**src/hw/rtl/ircfmt_pkg.sv**
```systemverilog
`timescale 1ns / 1ps

package ircfmt_pkg;

	localparam int MAX_LINE_DEF    = 512;
	localparam int QUEUE_DEPTH_DEF = 4;
	localparam int TAB_STOP        = 8;

	localparam logic [7:0] CH_COLOR = 8'h03;
	localparam logic [7:0] CH_BOLD  = 8'h02;
	localparam logic [7:0] CH_TAB   = 8'h09;
	localparam logic [7:0] CH_REV   = 8'h16;
	localparam logic [7:0] CH_UND   = 8'h1F;
	localparam logic [7:0] CH_SPACE = 8'h20;
	localparam logic [7:0] CH_COMMA = 8'h2C;
	localparam logic [7:0] CH_ZERO  = 8'h30;
	localparam logic [7:0] CH_NINE  = 8'h39;

	localparam logic [7:0] COLOR_RESET = 8'hFF;

	localparam int A_BOLD = 0;
	localparam int A_REV  = 1;
	localparam int A_UND  = 2;
	localparam int A_FGV  = 3;
	localparam int A_BGV  = 4;

	// one parsed byte: a run of identical characters and an optional closing item
	typedef struct packed {
		logic [7:0] chr;
		logic [3:0] fg;
		logic [3:0] bg;
		logic [4:0] attr;
		logic [3:0] nrep;
		logic       close;
	} entry_t;

endpackage

```
**src/hw/rtl/ircfmt_queue.sv**
```systemverilog
`timescale 1ns / 1ps

module ircfmt_queue #(
	parameter int WIDTH = 32,
	parameter int DEPTH = ircfmt_pkg::QUEUE_DEPTH_DEF
) (
	input  logic             clk,
	input  logic             arst_n,
	input  logic             push,
	input  logic [WIDTH-1:0] push_data,
	input  logic             pop,
	output logic [WIDTH-1:0] head_data,
	output logic             empty,
	output logic             full
);
	localparam int AW = $clog2(DEPTH);

	logic [WIDTH-1:0] mem_q [DEPTH];
	logic [AW-1:0]    wr_ptr_q;
	logic [AW-1:0]    rd_ptr_q;
	logic [AW:0]      count_q;

	assign empty     = (count_q == '0);
	assign full      = (count_q == (AW+1)'(DEPTH));
	assign head_data = mem_q[rd_ptr_q];

	always_ff @(posedge clk or negedge arst_n) begin
		if (!arst_n) begin
			wr_ptr_q <= '0;
			rd_ptr_q <= '0;
			count_q  <= '0;
		end else begin
			if (push) begin
				wr_ptr_q <= wr_ptr_q + 1'b1;
			end
			if (pop) begin
				rd_ptr_q <= rd_ptr_q + 1'b1;
			end
			if (push && !pop) begin
				count_q <= count_q + 1'b1;
			end else if (!push && pop) begin
				count_q <= count_q - 1'b1;
			end
		end
	end

	always_ff @(posedge clk) begin
		if (push) begin
			mem_q[wr_ptr_q] <= push_data;
		end
	end

	a_no_overflow: assert property (@(posedge clk) disable iff (!arst_n)
		full && !pop |-> !push)
		else $error("queue written while full");

endmodule

```
**src/hw/rtl/ircfmt_front.sv**
```systemverilog
`timescale 1ns / 1ps

module ircfmt_front #(
	parameter int MAX_LINE = ircfmt_pkg::MAX_LINE_DEF
) (
	input  logic                        clk,
	input  logic                        arst_n,
	input  logic                        in_valid,
	output logic                        in_ready,
	input  logic [7:0]                  text_byte,
	input  logic                        line_end,
	input  logic                        q_full,
	output logic                        push,
	output ircfmt_pkg::entry_t          push_entry,
	output logic [$clog2(MAX_LINE)-1:0] push_base
);
	import ircfmt_pkg::*;

	localparam int CW = $clog2(MAX_LINE);
	localparam logic [CW-1:0] CNT_LIMIT = CW'(MAX_LINE - 1);

	typedef enum logic [2:0] {
		PH_NORMAL,
		PH_FG1,
		PH_FG2,
		PH_COMMA,
		PH_BG1,
		PH_BG2
	} phase_t;

	phase_t        phase_q, phase_n;
	logic [4:0]    attr_q, attr_n;
	logic [7:0]    color_q, color_n;
	logic [6:0]    acc_q, acc_n;
	logic [CW-1:0] cnt_q, cnt_n;
	logic          full_q;
	logic          ordinary;
	logic          dig;
	logic [3:0]    digit;
	logic [6:0]    acc_two;
	logic [3:0]    rem;
	logic [CW-1:0] room;
	logic [3:0]    nrep;
	logic [7:0]    chr;
	logic          accept;

	assign in_ready = !q_full;
	assign accept   = in_valid && in_ready;
	assign dig      = (text_byte >= CH_ZERO) && (text_byte <= CH_NINE);
	assign digit    = text_byte[3:0];
	assign acc_two  = 7'(acc_q * 7'd10 + 7'(digit));
	assign rem      = 4'(TAB_STOP) - 4'(cnt_q[2:0]);
	assign room     = CNT_LIMIT - cnt_q;

	always_comb begin
		phase_n  = phase_q;
		attr_n   = attr_q;
		color_n  = color_q;
		acc_n    = acc_q;
		ordinary = 1'b0;
		nrep     = 4'd0;
		chr      = text_byte;
		if (!full_q) begin
			unique case (phase_q)
				PH_FG1: begin
					if (dig) begin
						acc_n         = 7'(digit);
						color_n[7:4]  = digit;
						attr_n[A_FGV] = 1'b1;
						phase_n       = PH_FG2;
					end else begin
						attr_n[A_FGV] = 1'b0;
						attr_n[A_BGV] = 1'b0;
						phase_n       = PH_NORMAL;
						ordinary      = 1'b1;
					end
				end
				PH_FG2, PH_COMMA: begin
					if (dig && phase_q == PH_FG2) begin
						acc_n         = acc_two;
						color_n[7:4]  = acc_two[3:0];
						attr_n[A_FGV] = 1'b1;
						phase_n       = PH_COMMA;
					end else if (text_byte == CH_COMMA) begin
						phase_n = PH_BG1;
					end else begin
						phase_n  = PH_NORMAL;
						ordinary = 1'b1;
					end
				end
				PH_BG1: begin
					phase_n = PH_NORMAL;
					if (dig) begin
						acc_n         = 7'(digit);
						color_n[3:0]  = digit;
						attr_n[A_BGV] = 1'b1;
						phase_n       = PH_BG2;
					end else begin
						ordinary = 1'b1;
					end
				end
				PH_BG2: begin
					phase_n = PH_NORMAL;
					if (dig) begin
						acc_n         = acc_two;
						color_n[3:0]  = acc_two[3:0];
						attr_n[A_BGV] = 1'b1;
					end else begin
						ordinary = 1'b1;
					end
				end
				default: begin
					phase_n  = PH_NORMAL;
					ordinary = 1'b1;
				end
			endcase
			if (ordinary) begin
				unique case (text_byte)
					CH_TAB: begin
						chr  = CH_SPACE;
						nrep = (32'(room) < 32'(rem)) ? room[3:0] : rem;
					end
					CH_BOLD:  attr_n[A_BOLD] = !attr_n[A_BOLD];
					CH_REV:   attr_n[A_REV]  = !attr_n[A_REV];
					CH_UND:   attr_n[A_UND]  = !attr_n[A_UND];
					CH_COLOR: phase_n = PH_FG1;
					default: begin
						if (text_byte >= CH_SPACE) begin
							nrep = 4'd1;
						end
					end
				endcase
			end
		end
		cnt_n = cnt_q + CW'(nrep);
	end

	assign push             = accept && (nrep != 4'd0 || line_end);
	assign push_base        = cnt_q;
	assign push_entry.chr   = chr;
	assign push_entry.fg    = color_n[7:4];
	assign push_entry.bg    = color_n[3:0];
	assign push_entry.attr  = attr_n;
	assign push_entry.nrep  = nrep;
	assign push_entry.close = line_end;

	always_ff @(posedge clk or negedge arst_n) begin
		if (!arst_n) begin
			phase_q <= PH_NORMAL;
			attr_q  <= '0;
			color_q <= COLOR_RESET;
			acc_q   <= '0;
			cnt_q   <= '0;
			full_q  <= 1'b0;
		end else if (accept) begin
			if (line_end) begin
				phase_q <= PH_NORMAL;
				attr_q  <= '0;
				color_q <= COLOR_RESET;
				acc_q   <= '0;
				cnt_q   <= '0;
				full_q  <= 1'b0;
			end else begin
				phase_q <= phase_n;
				attr_q  <= attr_n;
				color_q <= color_n;
				acc_q   <= acc_n;
				cnt_q   <= cnt_n;
				full_q  <= (cnt_n >= CNT_LIMIT);
			end
		end
	end

	a_cnt_bound: assert property (@(posedge clk) disable iff (!arst_n)
		cnt_q <= CNT_LIMIT)
		else $error("character count beyond line limit");

	a_full_flag: assert property (@(posedge clk) disable iff (!arst_n)
		full_q == (cnt_q == CNT_LIMIT))
		else $error("line full flag out of step with count");

endmodule

```
**src/hw/rtl/ircfmt_back.sv**
```systemverilog
`timescale 1ns / 1ps

module ircfmt_back #(
	parameter int MAX_LINE = ircfmt_pkg::MAX_LINE_DEF
) (
	input  logic                        clk,
	input  logic                        arst_n,
	input  logic                        q_empty,
	input  ircfmt_pkg::entry_t          head,
	input  logic [$clog2(MAX_LINE)-1:0] head_base,
	output logic                        pop,
	output logic                        out_valid,
	input  logic                        out_ready,
	output logic [7:0]                  char_code,
	output logic [3:0]                  fg_color,
	output logic [3:0]                  bg_color,
	output logic                        bold_on,
	output logic                        reverse_on,
	output logic                        underline_on,
	output logic                        fg_valid,
	output logic                        bg_valid,
	output logic                        closing_item,
	output logic [8:0]                  chars_in_line
);
	import ircfmt_pkg::*;

	localparam int CW = $clog2(MAX_LINE);

	logic [3:0]    idx_q;
	logic          valid_q;
	logic [7:0]    chr_q;
	logic [3:0]    fg_q;
	logic [3:0]    bg_q;
	logic [4:0]    attr_q;
	logic          close_q;
	logic [CW-1:0] cnt_q;
	logic [31:0]   cnt_wide;
	logic          adv;
	logic          more_chars;
	logic          last_char;

	assign adv        = !q_empty && (!valid_q || out_ready);
	assign more_chars = (idx_q < head.nrep);
	assign last_char  = (idx_q + 4'd1 == head.nrep);
	assign pop        = adv && (more_chars ? (last_char && !head.close) : 1'b1);

	always_ff @(posedge clk or negedge arst_n) begin
		if (!arst_n) begin
			valid_q <= 1'b0;
			idx_q   <= '0;
		end else begin
			if (!valid_q || out_ready) begin
				valid_q <= !q_empty;
			end
			if (adv) begin
				idx_q <= (pop || !more_chars) ? 4'd0 : idx_q + 4'd1;
			end
		end
	end

	always_ff @(posedge clk) begin
		if (adv) begin
			if (more_chars) begin
				chr_q   <= head.chr;
				fg_q    <= head.fg;
				bg_q    <= head.bg;
				attr_q  <= head.attr;
				close_q <= 1'b0;
				cnt_q   <= head_base + CW'(idx_q) + CW'(1);
			end else begin
				chr_q   <= '0;
				fg_q    <= '0;
				bg_q    <= '0;
				attr_q  <= '0;
				close_q <= 1'b1;
				cnt_q   <= head_base + CW'(head.nrep);
			end
		end
	end

	assign cnt_wide      = 32'(cnt_q);
	assign out_valid     = valid_q;
	assign char_code     = chr_q;
	assign fg_color      = fg_q;
	assign bg_color      = bg_q;
	assign bold_on       = attr_q[A_BOLD];
	assign reverse_on    = attr_q[A_REV];
	assign underline_on  = attr_q[A_UND];
	assign fg_valid      = attr_q[A_FGV];
	assign bg_valid      = attr_q[A_BGV];
	assign closing_item  = close_q;
	assign chars_in_line = cnt_wide[8:0];

	a_idx_in_run: assert property (@(posedge clk) disable iff (!arst_n)
		!q_empty |-> idx_q <= head.nrep)
		else $error("run index past run length");

endmodule

```
**src/hw/rtl/irc_format_code_parser.sv**
```systemverilog
`timescale 1ns / 1ps

// irc formatting code parser
// input channel: one raw byte of a text line per transfer (text_byte),
// line_end marks the last byte of the line
// output channel: one visible character per transfer with its colour nibbles
// and attribute bits; after the last byte of a line a closing item follows
// with closing_item set and chars_in_line holding the line length
// the front parses one byte per cycle while in_ready is high and writes a
// run descriptor into a small queue; the back expands each run, one result
// per cycle while the receiver takes them; a byte's first result is held in
// the queue and then in the output register before out_valid rises
// throughput: one byte per cycle for plain text; a tab yields up to eight
// spaces and occupies the back for one result per space, and the queue
// absorbs the difference until it fills and in_ready drops
// when the receiver stalls, the output register holds its item and the
// queue fills; bytes that produce nothing still pass while it has room
// reset clears attributes, colours (to 0xff), the count and both sides
// of the queue; the block is ready for a byte as soon as reset ends
module irc_format_code_parser #(
	parameter int MAX_LINE    = ircfmt_pkg::MAX_LINE_DEF,
	parameter int QUEUE_DEPTH = ircfmt_pkg::QUEUE_DEPTH_DEF
) (
	input  logic       clk,
	input  logic       arst_n,
	input  logic       in_valid,
	output logic       in_ready,
	input  logic [7:0] text_byte,
	input  logic       line_end,
	output logic       out_valid,
	input  logic       out_ready,
	output logic [7:0] char_code,
	output logic [3:0] fg_color,
	output logic [3:0] bg_color,
	output logic       bold_on,
	output logic       reverse_on,
	output logic       underline_on,
	output logic       fg_valid,
	output logic       bg_valid,
	output logic       closing_item,
	output logic [8:0] chars_in_line
);
	import ircfmt_pkg::*;

	localparam int CW = $clog2(MAX_LINE);
	localparam int QW = $bits(entry_t) + CW;

	logic          push;
	logic          pop;
	logic          q_empty;
	logic          q_full;
	entry_t        push_entry;
	logic [CW-1:0] push_base;
	entry_t        head;
	logic [CW-1:0] head_base;
	logic [QW-1:0] head_data;

	ircfmt_front #(
		.MAX_LINE(MAX_LINE)
	) u_front (
		.clk       (clk),
		.arst_n    (arst_n),
		.in_valid  (in_valid),
		.in_ready  (in_ready),
		.text_byte (text_byte),
		.line_end  (line_end),
		.q_full    (q_full),
		.push      (push),
		.push_entry(push_entry),
		.push_base (push_base)
	);

	ircfmt_queue #(
		.WIDTH(QW),
		.DEPTH(QUEUE_DEPTH)
	) u_queue (
		.clk      (clk),
		.arst_n   (arst_n),
		.push     (push),
		.push_data({push_entry, push_base}),
		.pop      (pop),
		.head_data(head_data),
		.empty    (q_empty),
		.full     (q_full)
	);

	assign head      = entry_t'(head_data[QW-1:CW]);
	assign head_base = head_data[CW-1:0];

	ircfmt_back #(
		.MAX_LINE(MAX_LINE)
	) u_back (
		.clk          (clk),
		.arst_n       (arst_n),
		.q_empty      (q_empty),
		.head         (head),
		.head_base    (head_base),
		.pop          (pop),
		.out_valid    (out_valid),
		.out_ready    (out_ready),
		.char_code    (char_code),
		.fg_color     (fg_color),
		.bg_color     (bg_color),
		.bold_on      (bold_on),
		.reverse_on   (reverse_on),
		.underline_on (underline_on),
		.fg_valid     (fg_valid),
		.bg_valid     (bg_valid),
		.closing_item (closing_item),
		.chars_in_line(chars_in_line)
	);

endmodule

```
**config.mk**
```make
export PLATFORM = sky130hd
export DESIGN_NAME = irc_format_code_parser
export DESIGN_NICKNAME = d
export VERILOG_FILES = /design/src/hw/rtl/ircfmt_pkg.sv /design/src/hw/rtl/ircfmt_queue.sv /design/src/hw/rtl/ircfmt_front.sv /design/src/hw/rtl/ircfmt_back.sv /design/src/hw/rtl/irc_format_code_parser.sv
export SDC_FILE = /design/constraint.sdc
export NUM_CORES = 1
export LEC_CHECK = 0
export BUFFER_PORTS_ARGS = -buffer_cell sky130_fd_sc_hd__buf_2
export CAP_MARGIN = 10
export CORE_MARGIN = 2
export CORE_UTILIZATION = 66
export CTS_CLUSTER_SIZE = 8
export DETAILED_ROUTE_END_ITERATION = 16
export PLACE_DENSITY = 0.85
export SYNTH_ARGS = -nofsm -noshare
export SYNTH_HDL_FRONTEND = slang
export SYNTH_SLANG_ARGS = --single-unit
```
**constraint.sdc**
```tcl
create_clock -name clk -period 11.51 [get_ports clk]
set_input_delay 0.5755 -clock clk [delete_from_list [all_inputs] [get_ports clk]]
set_output_delay 0.5755 -clock clk [all_outputs]
set_load 0.01 [all_outputs]
```
### Yosys cells after proc, flatten, opt, wreduce, memory -nomap -nowiden

Memories as Yosys holds them, arrays and structs flattened.
Cells that the tools add are included.

* flip-flop bits (word level): 76
* bits in writable memories: 140
* input bits: 13
* output and inout bits: 33
* memories kept: 1

* $add $sub $neg: 12
* multiply operators: 1
* $lt $le $gt $ge: 6
* equal/unequal tests: 17
* mux-type cells: 58
* reductions and logical operators: 33

Memories
* u_queue.mem_q: words 4, width 35, read ports 1, clocked after Yosys merged registers in 0, write ports 1, RTL line ircfmt_queue.sv:18 `logic [WIDTH-1:0] mem_q [DEPTH];`

Operator list (number)
* two-way mux 8 bit: 5
* two-way mux 7 bit: 5
* two-way mux 4 bit: 8
* two-way mux 3 bit: 10
* adder 9 x 4 -> 9 bit: 3
* one-hot mux 4 bit (2 select lines): 3
* one-hot mux 7 bit (3 select lines): 1
* two-way mux 9 bit: 2
* two-way mux 1 bit: 17
* equality test 8 x 2 -> 1 bit (second input constant): 2
* equality test 8 x 5 -> 1 bit (second input constant): 2
* greater-or-equal comparator 8 x 6 -> 1 bit (second input constant): 2
* logical NOT 1 bit: 10
* two-way mux 5 bit: 2
* adder 9 x 1 -> 9 bit (second input constant): 1
* equality test 3 bit (second input constant): 3
* greater-or-equal comparator 9 bit (second input constant): 1
* logical AND 1 bit: 9
* less-than comparator 9 x 4 -> 1 bit: 1
* one-hot mux 3 bit (3 select lines): 1
* subtractor 9 bit (first input constant): 1
* equality test 8 x 4 -> 1 bit (second input constant): 1
* equality test 8 x 6 -> 1 bit (second input constant): 1
* <= comparator 8 x 6 -> 1 bit (second input constant): 1
* other kinds (25): 35

### Logic depth before layout (Yosys ltp)

* depth in word-level cells: 15
* gate-level depth with buffers: 17
* gate-level depth less buffers: 15

### Cells and area by module

Synthesis repeated with hierarchy kept, for this count alone.

* cells, all modules: 651
* area total of the unflattened synthesis: 9709.3 µm²

Modules (own cells, without submodules)
* ircfmt_queue: times used 1, cells each 217, area each 5500.3 µm²
* ircfmt_front: times used 1, cells each 279, area each 2255.9 µm²
* ircfmt_back: times used 1, cells each 155, area each 1953.1 µm²

### Least setup slack after synthesis

Ideal clock, no wire load.

* kind: register to register
* from: register u_front.cnt_q[1] (netlist: u_front.push_base[1])
* to: register u_front.full_q
* library setup time: 0.101 ns
* arrival: 3.698 ns
* setup slack: 7.711 ns
* cell stages (with the launch flop): 15
* clock period less this slack: 3.799 ns
* path through: dfrtp_1 inv_1 nand3_1 ha_1 and3_1 or4_4 a31oi_1 a221oi_1 ha_1 fa_1 a21o_1 a21o_1 xnor2_1 or4_1 o32ai_1

RTL lines
* start, declared: RTL line ircfmt_front.sv:35 `logic [CW-1:0] cnt_q, cnt_n;`
* start signal, assigned: RTL line ircfmt_front.sv:168 `cnt_q <= cnt_n;`
* end signal, assigned: RTL line ircfmt_front.sv:169 `full_q <= (cnt_n >= CNT_LIMIT);`
* end, declared: RTL line ircfmt_front.sv:36 `logic full_q;`

==> flow_summary.toml <==
[run_status]
status = "completed"

[placement]
gp_congestion = 0.868
pre_cts_ws_ns = 7.26
post-dp-hpwl_um = 13000
io_buffers = 45

[sta]
relSlewSlack = 0.315
fin_skew_ns = 0.0124
timing.final.ws_setup_ns = 6.84
fin_crit_sh = 0.406
max_freq_ghz = 0.214
worst_pin_slew_ns = 1.00
setup_viol = 0
fin_hold_ws_ns = 0.216
finalSetupTns_ns = 0
rsz0062_at_grt = "false"
final-hold-violation-count = 0
period_minus_slack_ns = 4.67
slew_viol_final = 0

[cts]
hold_buffers = 0
cts_tree = "yes"
cts-root-buf = "clkbuf_16"
cts_buffer_depth = 3
clk_latency_ns = 0.54
h-tree-depth = 1
cts.clk_slew.worst_paths_ns = 0.06
ctsResizeCount = 0
cts_buffers = 30
tritoncts_num_sinks = 212
post_cts_buffers = 0

[synthesis]
avgSynthCellArea_um2 = 14.7
ys_types = 69
synth-async-reset-ratio = 0.193
syn_area_mm2 = 0.00967
yosysTopAreaCellShare = 0.531
synth_area_leader_cell = "edfxtp_1"
seq_area_frac_synth = 0.638
synth.most_common_cell = "edfxtp_1"
ys_seq_elements = 212
synth_ff_type = "edfxtp_1"
ys_top_cells_by_count = "171 x edfxtp_1, 43 x nand2_1, 36 x o21ai_0, 35 x mux4_2, 33 x dfrtp_1"
ys_warn_count = 0
synth.net_count = 702
synth_cells = 658
synth_edf_count = 171
synthTopCellsByArea = "edfxtp_1 53%, dfrtp_1 8.5%, mux4_2 8.2%"

[die]
die_area_mm2 = 0.0156
placementRows = 44
io_pins = 46
chipHeight_um = 125
fp.dieW_um = 125
initial_core_util = 0.670
core_area_mm2 = 0.0144

[job]
cap_violations = 0

[drt]
routedWlPerCell_um = 24.2
drtPass1Iterations = 5
viasPerCell = 6.84
drc = 0
drtIter0Drc = 1044
antenna_left = 0
num_vias = 6307
postRouteWirelength_um = 22300

[power]
p_switching_mw = 1.01
p_seq_frac = 0.379
p_sw_frac = 0.337
irDropWorstVdd_v = 0.000145
pwr-share-clk = 0.272
p_comb_frac = 0.349
power_density_mw_per_mm2 = 274
p_leak_nw = 4.03
internal-power_mw = 1.99

[grt]
grt_usage = 0.291
grt_pass1_vias = 6285
grt_max_degree = 42
antenna_found_initial = 0
grt_pass1_wl_um = 35200
overflow = 0

[critical_path]
critPathKind = "reg -> reg"
critPathTopFamily = "compound AO/OA/AOI/OAI gates"
arrival_ns = 5.11
worstSetupStartpointType = "flip-flop"
crit_buf_inv = 1
required_ns = 11.95
crit_chain = "inv_1, nand3_1, ha_1, and3_1, nor4_2, nand4_1, a221oi_1, ha_1, fa_1, a21o_1, a21o_1, xnor2_1, or4_1, o32ai_1"
end_kind = "flip-flop"
cpPeakStageDelay_ns = 0.91
r2r_slack_ns = 6.84
cpMaxStageDelayCell = "a221oi_1"
path_max_fanout = 11

[layout]
nets = 758
fin_util = 0.758
num_antenna_cells = 0
drive_above_1_share = 0.196
syn2layout_area_growth_pct = 13.2

[min_path]
hold_class = "in -> async"
[power groups by stage]
stage          logic [mW]  clock network [mW]  registers [mW]
2_1_floorplan       0.702                   0            1.16
3_3_place_gp        0.955                   0            1.13
3_5_place_dp         1.00                   0            1.14
4_1_cts              1.04               0.822            1.14
5_1_grt              1.13               0.860            1.15
6_report             1.05               0.814            1.14
[cell families (layout without fill, tap and decap cells)]
family / Yosys count / after routing / synth area share
buffers and inverters: 58 / 138 / 0.0245
AO/OA/AOI/OAI: 107 / 107 / 0.0738
flip-flops: 212 / 212 / 0.638
XOR/XNOR: 34 / 34 / 0.0316
AND/OR/NAND/NOR: 166 / 166 / 0.0897
multiplexers: 50 / 50 / 0.0981
adder cells (fa/ha/maj): 31 / 31 / 0.0440
[sequential cells by signal, summed over array words and instances, names as in the netlist]
name / cells
u_queue.mem_q: 140
u_back.chars_in_line: 9
u_front.push_base: 9
u_back.char_code: 8
u_front.color_q: 8
u_back.attr_q: 5
u_front.attr_q: 5
u_back.bg_color: 4
u_back.fg_color: 4
u_back.idx_q: 4
u_front.acc_q: 3
u_front.phase_q: 3
u_queue.count_q: 3
u_queue.rd_ptr_q: 2
u_queue.wr_ptr_q: 2
u_back.closing_item: 1
u_back.out_valid: 1
u_front.full_q: 1
[layer usage]
layer	GRT usage	vias to the layer above	routed length, um
met3	0.0496	96	2360
met5	0	-	0
li1	-	2642	-
met1	0.405	3083	8170
met4	0.0928	0	846
met2	0.480	486	11000
[cell usage in the layout (no fill, tap or decap), types with 6 or more instances in the layout]
| master | count |
|---|---|
| buf_4 | 8 |
| xor2_1 | 17 |
| dfrtp_1 | 32 |
| edfxtp_1 | 171 |
| nor2_1 | 32 |
| clkbuf_16 | 31 |
| inv_1 | 28 |
| dfstp_2 | 8 |
| or3_1 | 6 |
| a21oi_1 | 13 |
| and3_1 | 23 |
| nand2_1 | 43 |
| mux4_2 | 35 |
| buf_2 | 45 |
| xnor2_1 | 16 |
| clkbuf_1 | 24 |
| mux2i_1 | 10 |
| o21ai_0 | 35 |
| a22o_1 | 6 |
| nand3_1 | 16 |
| a21o_1 | 9 |
| nor3_1 | 9 |
| ha_1 | 26 |
| and2_1 | 7 |
[per-stage QoR]
stage	std cells	total power [mW]	instance area [um2]
6_report	922	3.00	10900
5_1_grt	922	3.15	10900
4_1_cts	922	3.00	10900
3_5_place_dp	866	2.14	10100
3_3_place_gp	866	2.08	10100
2_1_floorplan	658	1.86	9670
[layout make-up]
type	count	area, um2
Multi-Input combinational cell	388	3260
Timing Repair Buffer	53	285
Fill cell	810	3490
Clock buffer	55	866
Clock inverter	1	16.3
Tap cell	184	230
Inverter	29	109
Sequential cell	212	6170
[worst reg2reg max path: stages, from the launching register on]
cell and delay (ns):
dfrtp_1 0.61, inv_1 0.16, nand3_1 0.18, ha_1 0.28, and3_1 0.23, nor4_2 0.36, nand4_1 0.17, a221oi_1 0.91
ha_1 0.35, fa_1 0.23, a21o_1 0.13, a21o_1 0.22, xnor2_1 0.10, or4_1 0.42, o32ai_1 0.22
[worst paths after layout]
path                                      startpoint                   end  cells after the start
worst max-delay path            u_front.push_base[1]        u_front.full_q                     14
worst min-delay path                          arst_n  u_front.push_base[3]                      1
worst max register to register  u_front.push_base[1]        u_front.full_q                     14
worst min register to register    u_front.color_q[2]    u_front.color_q[2]                      1
max in group asynchronous                     arst_n   u_queue.rd_ptr_q[0]                      1
min in group clk                           out_ready      u_back.out_valid                      4
(Power assumes the default switching activity.)
